File: config.mk
export PLATFORM = sky130hd
export DESIGN_NAME = csid_ctrl
export DESIGN_NICKNAME = d
export VERILOG_FILES = /design/src/sv/csid_pkg.sv /design/src/sv/csid_ctrl.sv
export SDC_FILE = /design/constraint.sdc
export NUM_CORES = 1
export LEC_CHECK = 0
export BUFFER_PORTS_ARGS = -buffer_cell sky130_fd_sc_hd__buf_2
export CAP_MARGIN = 10
export CORE_AREA = 2 2 39 41
export CTS_BUF_LIST = sky130_fd_sc_hd__clkbuf_8
export CTS_CLUSTER_DIAMETER = 120
export DETAILED_ROUTE_END_ITERATION = 8
export DIE_AREA = 0 0 41 43
export PLACE_DENSITY = 0.44
export SLEW_MARGIN = 20
export SYNTH_ARGS = -nofsm -noshare
export SYNTH_HDL_FRONTEND = slang
export SYNTH_SLANG_ARGS = --single-unit
File: constraint.sdc
create_clock -name clk -period 2.7 [get_ports clk]
set_clock_uncertainty 0.05 [all_clocks]
set_input_delay 0.405 -clock clk [delete_from_list [all_inputs] [get_ports clk]]
set_output_delay 0.405 -clock clk [all_outputs]
set_load 0.02 [all_outputs]
File: src/sv/csid_pkg.sv
package csid_pkg;

  // Default build of the codon store
  localparam int MAX_CODONS_DEF = 256;
  localparam int CODON_BITS_DEF = 32;

  // Fixed field widths of the request and response channels
  localparam int ACT_W   = 2;
  localparam int POS_W   = 8;
  localparam int LEN_W   = 9;
  localparam int WORD_W  = 32;

  // Request actions
  typedef enum logic [ACT_W-1:0] {
    ACT_WRITE    = 2'd0,
    ACT_READ     = 2'd1,
    ACT_INVERT   = 2'd2,
    ACT_DISPLACE = 2'd3
  } act_t;

  // Sequencer states
  typedef enum logic [2:0] {
    ST_IDLE,
    ST_DECIDE,
    ST_READ_WAIT,
    ST_GATHER,
    ST_SCATTER,
    ST_RESULT
  } state_t;

  // Commands from the sequencer to the datapath
  typedef struct packed {
    logic capture;    // latch the accepted request
    logic store_wr;   // single codon write
    logic store_rd;   // single codon read
    logic take_rd;    // hold the read codon
    logic pass_init;  // reset the walk counters
    logic gather;     // copy the window into the buffer
    logic scatter;    // copy the buffer back in mutated order
    logic emit;       // load the response register
  } cmd_t;

  // Status from the datapath to the sequencer
  typedef struct packed {
    logic req_ok;     // request operands are in range
    act_t action;     // latched action
    logic pass_done;  // current copy pass has finished
    logic out_free;   // response register can take a new value
  } sts_t;

endpackage

File: src/sv/csid_ctrl.sv
module csid_ctrl (
  input  logic           clk,
  input  logic           rst_n,
  input  logic           in_valid,
  output logic           in_ready,
  input  csid_pkg::sts_t sts,
  output csid_pkg::cmd_t cmd
);
  import csid_pkg::*;

  state_t state_r, state_nxt;

  always_ff @(posedge clk) begin
    if (!rst_n) begin
      state_r <= ST_IDLE;
    end else begin
      state_r <= state_nxt;
    end
  end

  // Next state
  always_comb begin
    state_nxt = state_r;
    case (state_r)
      ST_IDLE: begin
        if (in_valid) state_nxt = ST_DECIDE;
      end
      ST_DECIDE: begin
        if (!sts.req_ok) begin
          state_nxt = ST_RESULT;
        end else begin
          case (sts.action)
            ACT_WRITE:    state_nxt = ST_RESULT;
            ACT_READ:     state_nxt = ST_READ_WAIT;
            ACT_INVERT:   state_nxt = ST_GATHER;
            ACT_DISPLACE: state_nxt = ST_GATHER;
            default:      state_nxt = ST_RESULT;
          endcase
        end
      end
      ST_READ_WAIT: state_nxt = ST_RESULT;
      ST_GATHER: begin
        if (sts.pass_done) state_nxt = ST_SCATTER;
      end
      ST_SCATTER: begin
        if (sts.pass_done) state_nxt = ST_RESULT;
      end
      ST_RESULT: begin
        if (sts.out_free) state_nxt = ST_IDLE;
      end
      default: state_nxt = ST_IDLE;
    endcase
  end

  // Commands
  always_comb begin
    cmd      = '0;
    in_ready = 1'b0;
    case (state_r)
      ST_IDLE: begin
        in_ready    = 1'b1;
        cmd.capture = in_valid;
      end
      ST_DECIDE: begin
        if (sts.req_ok) begin
          case (sts.action)
            ACT_WRITE:    cmd.store_wr  = 1'b1;
            ACT_READ:     cmd.store_rd  = 1'b1;
            ACT_INVERT:   cmd.pass_init = 1'b1;
            ACT_DISPLACE: cmd.pass_init = 1'b1;
            default:      cmd.store_rd  = 1'b0;
          endcase
        end
      end
      ST_READ_WAIT: cmd.take_rd = 1'b1;
      ST_GATHER: begin
        cmd.gather    = 1'b1;
        cmd.pass_init = sts.pass_done;
      end
      ST_SCATTER: cmd.scatter = 1'b1;
      ST_RESULT:  cmd.emit    = sts.out_free;
      default:    cmd         = '0;
    endcase
  end

endmodule

---- After elaboration in Yosys (flattened, before gate mapping) ----
Index checks and enable logic that the tools add are counted.
operators by class
  equal/unequal tests ..................... 12
  muxes and demuxes ....................... 20
  reduce and logical (&&, ||, !) cells .... 4
operator list
  kind                  count
  $pmux W3 S6           1
  $mux W3               5
  $mux W1               10
  $pmux W3 S3           1
  $ne A2 B2 Y1 const B  4
  $eq A3 B2 Y1 const B  2
  $eq A3 B3 Y1 const B  2
  $eq A2 B2 Y1 const B  2
  $mux W2               2
  $reduce_and A4 Y1     1
  $eq A3 B1 Y1 const B  1
  $logic_not A3 Y1      1
  $eq A2 B1 Y1 const B  1
  $logic_not A2 Y1      1
  $pmux W1 S2           1
  $reduce_or A2 Y1      1
word-level totals
  bits in registers ....................... 3
  output and inout port bits .............. 9
  input port bits ......................... 8
  word-level logic and storage cells ...... 37

---- Longest topological paths before layout ----
Gate-level depths: netlist of run 1.
  word-level depth ........................ 5
  mapped depth ............................ 4
  mapped depth without buffers ............ 3

---- Worst setup path before layout of run 1 ----
Ideal clock, no wire load.
  path kind ............................... register to output
  start ................................... register state_r[0]
  end ..................................... output cmd[5] (netlist name)
  stages on the path, launching flop included .. 4
  data arrival time ....................... 1,395 ps
  buffers on the path ..................... 1
  required time ........................... 2,245 ps
  slack ................................... 850 ps
  cells stage by stage .................... dfxtp_1 > buf_2 > nand3b_1 > nor4b_1
RTL lines
  element                   RTL line         RTL
  start: declaration        csid_ctrl.sv:11  state_t state_r, state_nxt;
  start signal: assignment  csid_ctrl.sv:17  state_r <= state_nxt;
  end: declaration          csid_ctrl.sv:7   output csid_pkg::cmd_t cmd

==> impl_metrics.csv, run 1 <==
group,metric,value,unit
run_status,status,"complete, no violations",
layout,fin_nets,63,
clock_network,clkSinkCount,3,
grt,antenna_found_initial,0,
clock_network,clk_latency,0.22,ns
pwr,vdd_drop_max,154,uV
synth,ys_warn_count,0,
route,firstDrtPassIters,3,
die,core_area,0.00138,mm^2
sta,fin_crit,1.91,ns
layout,area_growth,46.7,%
synth,post-synth-top-count-cell,"nand2_1",
synth,synth_edf_count,0,
sta,max_slew_margin,0.692,
clock_network,cts_max_level,1,
placed_design,port_buffers,16,
worst_setup_path,worst-path-buf-inv,1,
synth,synth_flop_cell,"dfxtp_1",
clock_network,cts_tree,"built",
sta,rsz0062_at_grt,"no",
layout,reg.largest.list,"state_r: 3 flops",
worst_setup_path,crit_family,"flip-flops",
worst_setup_path,path_max_fanout,12,
sta,fin_setup_tns,0,ns
clock_network,postCtsHoldBufs,0,
clock_network,cts_buffers,3,
route,wl,732,um
sta,setup_viol,0,
clock_network,cts.clk_slew.worst_paths,0.03,ns
layout,stdcell_area,417,um^2
layout,largest_register_ffs,3,
grt,grt_use_total,0.0983,
pwr,p_per_area,659,mW/mm^2
worst_setup_path,cp.arrival,1.45,ns
sta,clock.fmax,524,MHz
placed_design,dp_hpwl,514,um
route,via_count,336,
placed_design,gp_routability_congestion,0.725,
layout,fin_cells,70,
synth,seq_area_frac_synth,0.211,
worst_setup_path,crit_required,2.25,ns
layout,n_antenna_cell,0,
worst_setup_path,slowest_stage,"dfxtp_1",
placed_design,placed_area,372,um^2
layout,drive_gt1_frac,0.370,
die,fp.dieW,41,um
die,ios,17,
synth,synth_nets,45,
sta,final_hold_viol_count,0,
synth,synth_top_area_frac,0.211,
worst_setup_path,start_kind,"flip-flop",
placed_design,place_inst,66,
clock_network,cts-root-buf,"clkbuf_8",
synth,synth_common_cells,"nand2_1 (4), dfxtp_1 (3)",
layout,top_register,"state_r",
die,dieArea,0.00176,mm^2
die,row_count,14,
die,die_h,43,um
worst_setup_path,cp_slowest_stage_delay,0.52,ns
sta,period_share,0.707,
grt,grt_max_degree,17,
worst_setup_path,criticalPathCategory,"flip-flop to output port",
clock_network,clockBufferDepth,2,
flow_run,cap_violations,0,
synth,synth_area_per_cell,7.68,um^2
synth,synth_top_cell_by_area,"dfxtp_1",
pwr,p_leak,0.206,nW
clock_network,cts_setup_buffers,0,
clock_network,ctsResizeCount,0,
route,ant_nets,0,
synth,yosys_register_bits,3,
route,viasPerCell,4.80,
worst_setup_path,endpoint_kind,"output port",
synth,synthTopCellsByArea,"dfxtp_1 (21%), and3b_1 (6.2%), nand2_1 (5.3%)",
synth,async_flop_share,0,
sta,drv_slew,0,
grt,grt_pass1_vias,278,
sta,worst_pin_slew,0.461,ns
synth,postSynthCellCount,37,
route,drt-initial-drc-count,5,
grt,grt_pass1_wl,1150,um
worst_setup_path,path_cells,"nand3b_1 > nor4b_1 > buf_2",
synth,synth_cell_types,27,
route,wire_per_inst,10.5,um
synth,synth_area,284,um^2
die,initial_core_util,0.205,
grt,grt_overflow,0,
route,route.detailed.drc,0,
layout,final_util,0.301,
pwr,total_power,274,uW
hold_path,hold_class,"primary input to flip-flop",
==> path summary, 6_finish.rpt <==
check	startpoint	end	slack, ns	cells after the start
setup / recovery	state_r[0]$_SDFFE_PN0P_	cmd[5]	0.79	3
hold / removal	rst_n	state_r[1]$_SDFFE_PN0P_	0.41	2
setup reg to reg	state_r[2]$_SDFFE_PN0P_	state_r[0]$_SDFFE_PN0P_	1.06	3
hold reg to reg	state_r[1]$_SDFFE_PN0P_	state_r[2]$_SDFFE_PN0P_	0.57	1
==> metal layers <==
metal | share of wire | GRT usage | vias to the layer above
li1 | - | - | 177
met1 | 0.48 | 0.128 | 145
met2 | 0.44 | 0.125 | 12
met3 | 0.056 | 0.0314 | 2
met4 | 0.018 | 0.0800 | 0
met5 | 0 | 0 | -
==> cells in the final DEF, fill, tap and decap left out <==
master,n
a311oi_1,1
and3b_1,2
nor3_1,2
nor2_1,2
o22ai_1,1
nand3_1,1
and2b_1,1
nor4bb_1,1
o221ai_1,1
and2_1,2
dfxtp_1,3
nor4b_1,1
o21ai_0,1
o21a_1,1
a211o_1,1
inv_1,2
nor3b_1,1
a21oi_1,1
nand2_1,4
clkbuf_8,3
and4b_1,1
mux2i_1,1
nor4_1,1
buf_2,16
and4bb_2,1
nand3b_1,1
o311a_1,1
==> per-stage QoR <==
stage          hold WS (ns)  setup slack (ns)
6_report              0.408             0.792
5_1_grt               0.422             0.686
4_1_cts               0.404             0.792
3_5_place_dp          0.572              1.03
3_3_place_gp          0.578              1.05
2_1_floorplan         0.473             0.850
==> layout make-up <==
type / instances / area [um^2]
Multi-Input combinational cell: 30 / 208
Clock inverter: 1 / 3.75
Fill cell: 166 / 967
Timing Repair Buffer: 16 / 80.1
Tap cell: 16 / 20.0
Sequential cell: 3 / 60.1
Clock buffer: 3 / 41.3
Inverter: 1 / 3.75
==> cells by family (layout without fill, tap and decap cells) <==
group,Yosys count,count (layout),share of synthesized area
and+or+nand+nor,21,21,0.485
AOI/OAI and AO/OA,8,8,0.211
buffers and inverters,4,21,0.0572
DFF,3,3,0.211
muxes,1,1,0.0352
==> power by group <==
group          leakage (nW)  internal (mW)  total [mW]  switching [mW]
clock network        0.0269         0.0970       0.128          0.0315
registers            0.0247         0.0507      0.0702          0.0195
logic                 0.155         0.0364      0.0757          0.0393
total                 0.206          0.184       0.274          0.0903
(Power assumes the default switching activity.)
==> run 2: changes to the inputs <==
==> constraint.sdc (replaced) <==
create_clock -name clk -period 1.8 [get_ports clk]
set_clock_uncertainty 0.05 [all_clocks]
set_input_delay 0.27 -clock clk [delete_from_list [all_inputs] [get_ports clk]]
set_output_delay 0.27 -clock clk [all_outputs]
set_load 0.02 [all_outputs]
==> run 2 against run 1 <==
  * Hold slack worse by 0.15 ns
  * Largest power group unchanged
  * First-iteration DRC count is 40% higher
  * Count of clock-buffer cells in the layout stayed put
  * Wire length is 0.55% higher
==> impl_metrics.csv, run 2 (synthesized netlist as in run 1, its figures left out) <==
group,metric,value,unit
run_status,status,"complete, no violations",
layout,drive_gt1_frac,0.411,
grt,antenna_found_initial,0,
route,via_count,354,
pwr,vdd_drop_max,287,uV
placed_design,dp_hpwl,529,um
flow_run,cap_violations,0,
sta,setup_ws,0.109,ns
route,viasPerCell,4.92,
die,initial_core_util,0.205,
layout,top_register,"state_r",
layout,largest_register_ffs,3,
layout,n_antenna_cell,0,
worst_setup_path,start_kind,"flip-flop",
grt,grt_pass1_wl,1240,um
clock_network,cts-root-buf,"clkbuf_8",
clock_network,clkSinkCount,3,
layout,final_common_cell,"buf_2",
sta,period_share,0.939,
clock_network,clockBufferDepth,2,
grt,grt_overflow,0,
route,ant_nets,0,
die,core_area,0.00138,mm^2
grt,grt_use_total,0.102,
die,dieArea,0.00176,mm^2
placed_design,place_ws,0.269,ns
sta,rsz0062_at_grt,"no",
grt,grt_max_degree,15,
die,ios,17,
layout,reg.largest.list,"state_r: 3 flops",
worst_setup_path,endpoint_kind,"output port",
sta,fin_setup_tns,0,ns
placed_design,port_buffers,16,
route,route.detailed.drc,0,
route,wl,736,um
clock_network,cts_tree,"built",
sta,setup_viol,0,
die,die_h,43,um
hold_path,hold_class,"primary input to flip-flop",
pwr,p_per_area,967,mW/mm^2
grt,grt_pass1_vias,281,
layout,multi_input_area,208,um^2
layout,fillers,169,
sta,max_slew_margin,0.738,
placed_design,gp_routability_congestion,0.738,
worst_setup_path,crit_required,1.48,ns
route,wire_per_inst,10.2,um
die,fp.dieW,41,um
layout,seq_area,61.3,um^2
layout,final_cell_mix,"buf_2 (16), nand2_1 (4), clkbuf_8 (3)",
clock_network,cts_buffers,3,
sta,clock.fmax,591,MHz
die,row_count,14,
clock_network,postCtsHoldBufs,0,
layout,area_growth,52.4,%
clock_network,cts.clk_slew.worst_paths,0.03,ns
layout,fin_nets,65,
clock_network,cts_max_level,1,
clock_network,clk_latency,0.21,ns
worst_setup_path,cp.arrival,1.37,ns
sta,fin_crit,1.69,ns
worst_setup_path,path_max_fanout,14,
route,firstDrtPassIters,4,
worst_setup_path,criticalPathCategory,"flip-flop to output port",
sta,final_hold_viol_count,0,
route,drt-initial-drc-count,7,
sta,drv_slew,0,
sta,worst_pin_slew,0.392,ns
pwr,p_leak,0.216,nW
run 2: cell types whose count changed in the layout (fill, tap and decap cells not counted):
cell,before,now
buf_4,0,2
dfxtp_1,3,2
dfxtp_2,0,1
run 2: final timing paths:
| check | from | to | slack, ns | depth (start not counted) |
|---|---|---|---|---|
| hold reg to reg | state_r[1]$_SDFFE_PN0P_ | state_r[2]$_SDFFE_PN0P_ | 0.58 | 1 |
| hold / removal | rst_n | state_r[1]$_SDFFE_PN0P_ | 0.26 | 2 |
| setup / recovery | state_r[1]$_SDFFE_PN0P_ | cmd[5] | 0.11 | 3 |
| setup reg to reg | state_r[1]$_SDFFE_PN0P_ | state_r[0]$_SDFFE_PN0P_ | 0.30 | 3 |
run 2: per-stage QoR:
| stage | total power [mW] | utilization | area (um^2) | std cells | hold slack [ns] |
|---|---|---|---|---|---|
| after floorplan | 0.184 | - | 284 | 37 | 0.338 |
| after global placement | 0.228 | 0.274 | 379 | 67 | 0.486 |
| after detailed placement | 0.227 | 0.274 | 379 | 67 | 0.477 |
| after CTS | 0.419 | 0.307 | 424 | 71 | 0.257 |
| after global routing | 0.453 | 0.313 | 433 | 72 | 0.283 |
| final | 0.419 | 0.313 | 433 | 72 | 0.260 |
run 2: what timing repair did:
item,4_1_cts,5_1_grt
endpoints found under the setup margin,0,1
endpoints found under the hold margin,0,0
gates resized for setup,0,1
setup buffers,0,1
run 2: layer usage:
layer | vias up | track usage | wire length [um] | share of wire
met5 | - | 0 | 0 | 0
met4 | 0 | 0.0600 | 0 | 0
met3 | 0 | 0.0314 | 49 | 0.067
met2 | 14 | 0.138 | 317 | 0.43
met1 | 159 | 0.138 | 369 | 0.50
li1 | 181 | - | - | -
run 2: report_power, final:
part	switching [mW]	internal (mW)	total, mW
registers	0.0193	0.0769	0.0962
clock network	0.0440	0.145	0.189
logic	0.0714	0.0620	0.133
run 2: area by class of cell:
type	count	share of cell area
multi-input combinational	30	0.480
timing repair buffer	18	0.220
sequential	3	0.142
clock inverter	1	0.00867
inverter	1	0.00867
clock buffer	3	0.0954
tap	16	0.0462
run 2: worst max-delay path, stage by stage (launching register included):
cell,delay (ns)
dfxtp_1,0.41
nand3b_1,0.26
nor4b_1,0.28
buf_2,0.21
==> run 3: changes to the inputs <==
--- a/config.mk
+++ b/config.mk
@@ -7,13 +7,14 @@
 export LEC_CHECK = 0
 export BUFFER_PORTS_ARGS = -buffer_cell sky130_fd_sc_hd__buf_2
 export CAP_MARGIN = 10
-export CORE_AREA = 2 2 39 41
+export CORE_AREA = 10 10 47 49
 export CTS_BUF_LIST = sky130_fd_sc_hd__clkbuf_8
 export CTS_CLUSTER_DIAMETER = 120
 export DETAILED_ROUTE_END_ITERATION = 8
-export DIE_AREA = 0 0 41 43
+export DIE_AREA = 0 0 57 59
 export PLACE_DENSITY = 0.44
 export SLEW_MARGIN = 20
 export SYNTH_ARGS = -nofsm -noshare
 export SYNTH_HDL_FRONTEND = slang
 export SYNTH_SLANG_ARGS = --single-unit
+export TNS_END_PERCENT = 50
==> run 3 against run 2 <==
  * Combinational power rose by 9.8%
  * Sequential power fell by 5.3%
  * Hold slack improved by 0.0075 ns
  * First-iteration DRC count rose by 71%
  * Maximum frequency rose by 5.5%
  * Clock power fell by 2%
  * Count of clock-buffer cells in the layout did not move
  * Critical endpoint unchanged
==> impl_metrics.csv, run 3 (synthesized netlist as in run 1, its figures left out) <==
group,metric,value,unit
run_status,status,"complete, no violations",
pwr,swShare,0.319,
clock_network,cts_max_level,1,
sta,rsz0062_at_grt,"no",
clock_network,clkSinkCount,3,
route,route.detailed.drc,0,
route,drt-initial-drc-count,12,
pwr,p_switching,135,uW
route,via_count,354,
layout,final_common_cell,"buf_2",
worst_setup_path,endpoint_kind,"output port",
grt,grt_overflow,0,
pwr,p_per_area,958,mW/mm^2
die,die_h,59,um
sta,setup_viol,0,
clock_network,cts_buffers,3,
route,viasPerCell,4.85,
layout,drive_gt1_frac,0.421,
worst_setup_path,cp.arrival,1.28,ns
route,wl,887,um
sta,fin_crit,1.60,ns
die,ios,17,
pwr,vdd_drop_max,762,uV
layout,n_antenna_cell,0,
flow_run,cap_violations,0,
die,dieArea,0.00336,mm^2
die,core_area,0.00140,mm^2
sta,clock.fmax,624,MHz
grt,grt_use_total,0.0541,
layout,top_register,"state_r",
grt,grt_pass1_wl,1500,um
clock_network,clk_latency,0.21,ns
die,row_count,14,
worst_setup_path,start_kind,"flip-flop",
layout,area_growth,55.1,%
route,ant_nets,0,
hold_path,hold_class,"primary input to flip-flop",
sta,worst_pin_slew,0.243,ns
clock_network,postCtsHoldBufs,0,
pwr,total_power,422,uW
worst_setup_path,criticalPathCategory,"flip-flop to output port",
worst_setup_path,crit_required,1.48,ns
sta,fin_setup_tns,0,ns
worst_setup_path,path_max_fanout,14,
pwr,clkPwrFrac,0.439,
die,fp.dieW,57,um
layout,reg.largest.list,"state_r: 3 flops",
layout,largest_register_ffs,3,
sta,hold_slack,0.268,ns
placed_design,gp_routability_congestion,0.758,
clock_network,cts_tree,"built",
clock_network,cts-root-buf,"clkbuf_8",
placed_design,dp_hpwl,696,um
layout,fin_nets,66,
pwr,p_leak,0.222,nW
pwr,combPwrFrac,0.345,
grt,antenna_found_initial,0,
grt,grt_max_degree,15,
die,initial_core_util,0.203,
grt,grt_pass1_vias,362,
placed_design,port_buffers,16,
sta,drv_slew,0,
route,wire_per_inst,12.2,um
pwr,pwr-share-seq,0.216,
sta,final_hold_viol_count,0,
layout,final_cell_mix,"buf_2 (16), nand2_1 (4), clkbuf_8 (3), buf_4 (3)",
route,firstDrtPassIters,4,
sta,max_slew_margin,0.837,
pwr,p_int,287,uW
clock_network,clockBufferDepth,2,
clock_network,cts.clk_slew.worst_paths,0.03,ns
sta,period_share,0.890,
run 3: metal layers:
metal	vias up	global-route usage	part of all wire
met5	-	0	0
li1	181	-	-
met3	0	0.0365	0.061
met2	11	0.0853	0.49
met4	0	0.0101	0
met1	162	0.0596	0.45
run 3: final cells by class:
type | count | area, um^2
Sequential cell | 3 | 61.3
Inverter | 1 | 3.75
Timing Repair Buffer | 19 | 103
Clock inverter | 1 | 3.75
Fill cell | 165 | 961
Multi-Input combinational cell | 30 | 208
Tap cell | 16 | 20.0
Clock buffer | 3 | 41.3
run 3: path summary, 6_finish.rpt:
path | end | cells past startpoint | from | slack (ns)
min reg2reg | state_r[2]$_SDFFE_PN0P_ | 1 | state_r[1]$_SDFFE_PN0P_ | 0.50
max reg2reg | state_r[0]$_SDFFE_PN0P_ | 4 | state_r[2]$_SDFFE_PN0P_ | 0.32
max | cmd[5] | 3 | state_r[1]$_SDFFE_PN0P_ | 0.20
min | state_r[1]$_SDFFE_PN0P_ | 2 | rst_n | 0.27
run 3: stage by stage:
step / setup WS (ns) / cell area, um^2 / utilization / std cells
floorplan: 0.0854 / 284 / - / 37
finish: 0.198 / 440 / 0.314 / 73
CTS: 0.0873 / 432 / 0.308 / 72
global route: 0.0732 / 440 / 0.314 / 73
detailed placement: 0.319 / 387 / 0.276 / 68
global placement: 0.307 / 387 / 0.276 / 68
run 3: worst max-delay path, stage by stage, from the launching register on:
cell and delay, ns:
dfxtp_2 0.37, nand3b_1 0.22, nor4b_1 0.28, buf_2 0.21
run 3: power groups by stage:
stage | clock (mW) | sequential, mW | combinational [mW]
finish | 0.185 | 0.0911 | 0.146
detailed placement | 0 | 0.0908 | 0.143
global placement | 0 | 0.0919 | 0.145
floorplan | 0 | 0.0844 | 0.0992
CTS | 0.189 | 0.0903 | 0.143
global route | 0.205 | 0.0922 | 0.162
run 3: what timing repair did:
| action | 4_1_cts | 5_1_grt |
|---|---|---|
| gates resized for setup | 0 | 1 |
| setup buffers | 0 | 1 |
| setup endpoints to repair | 0 | 1 |
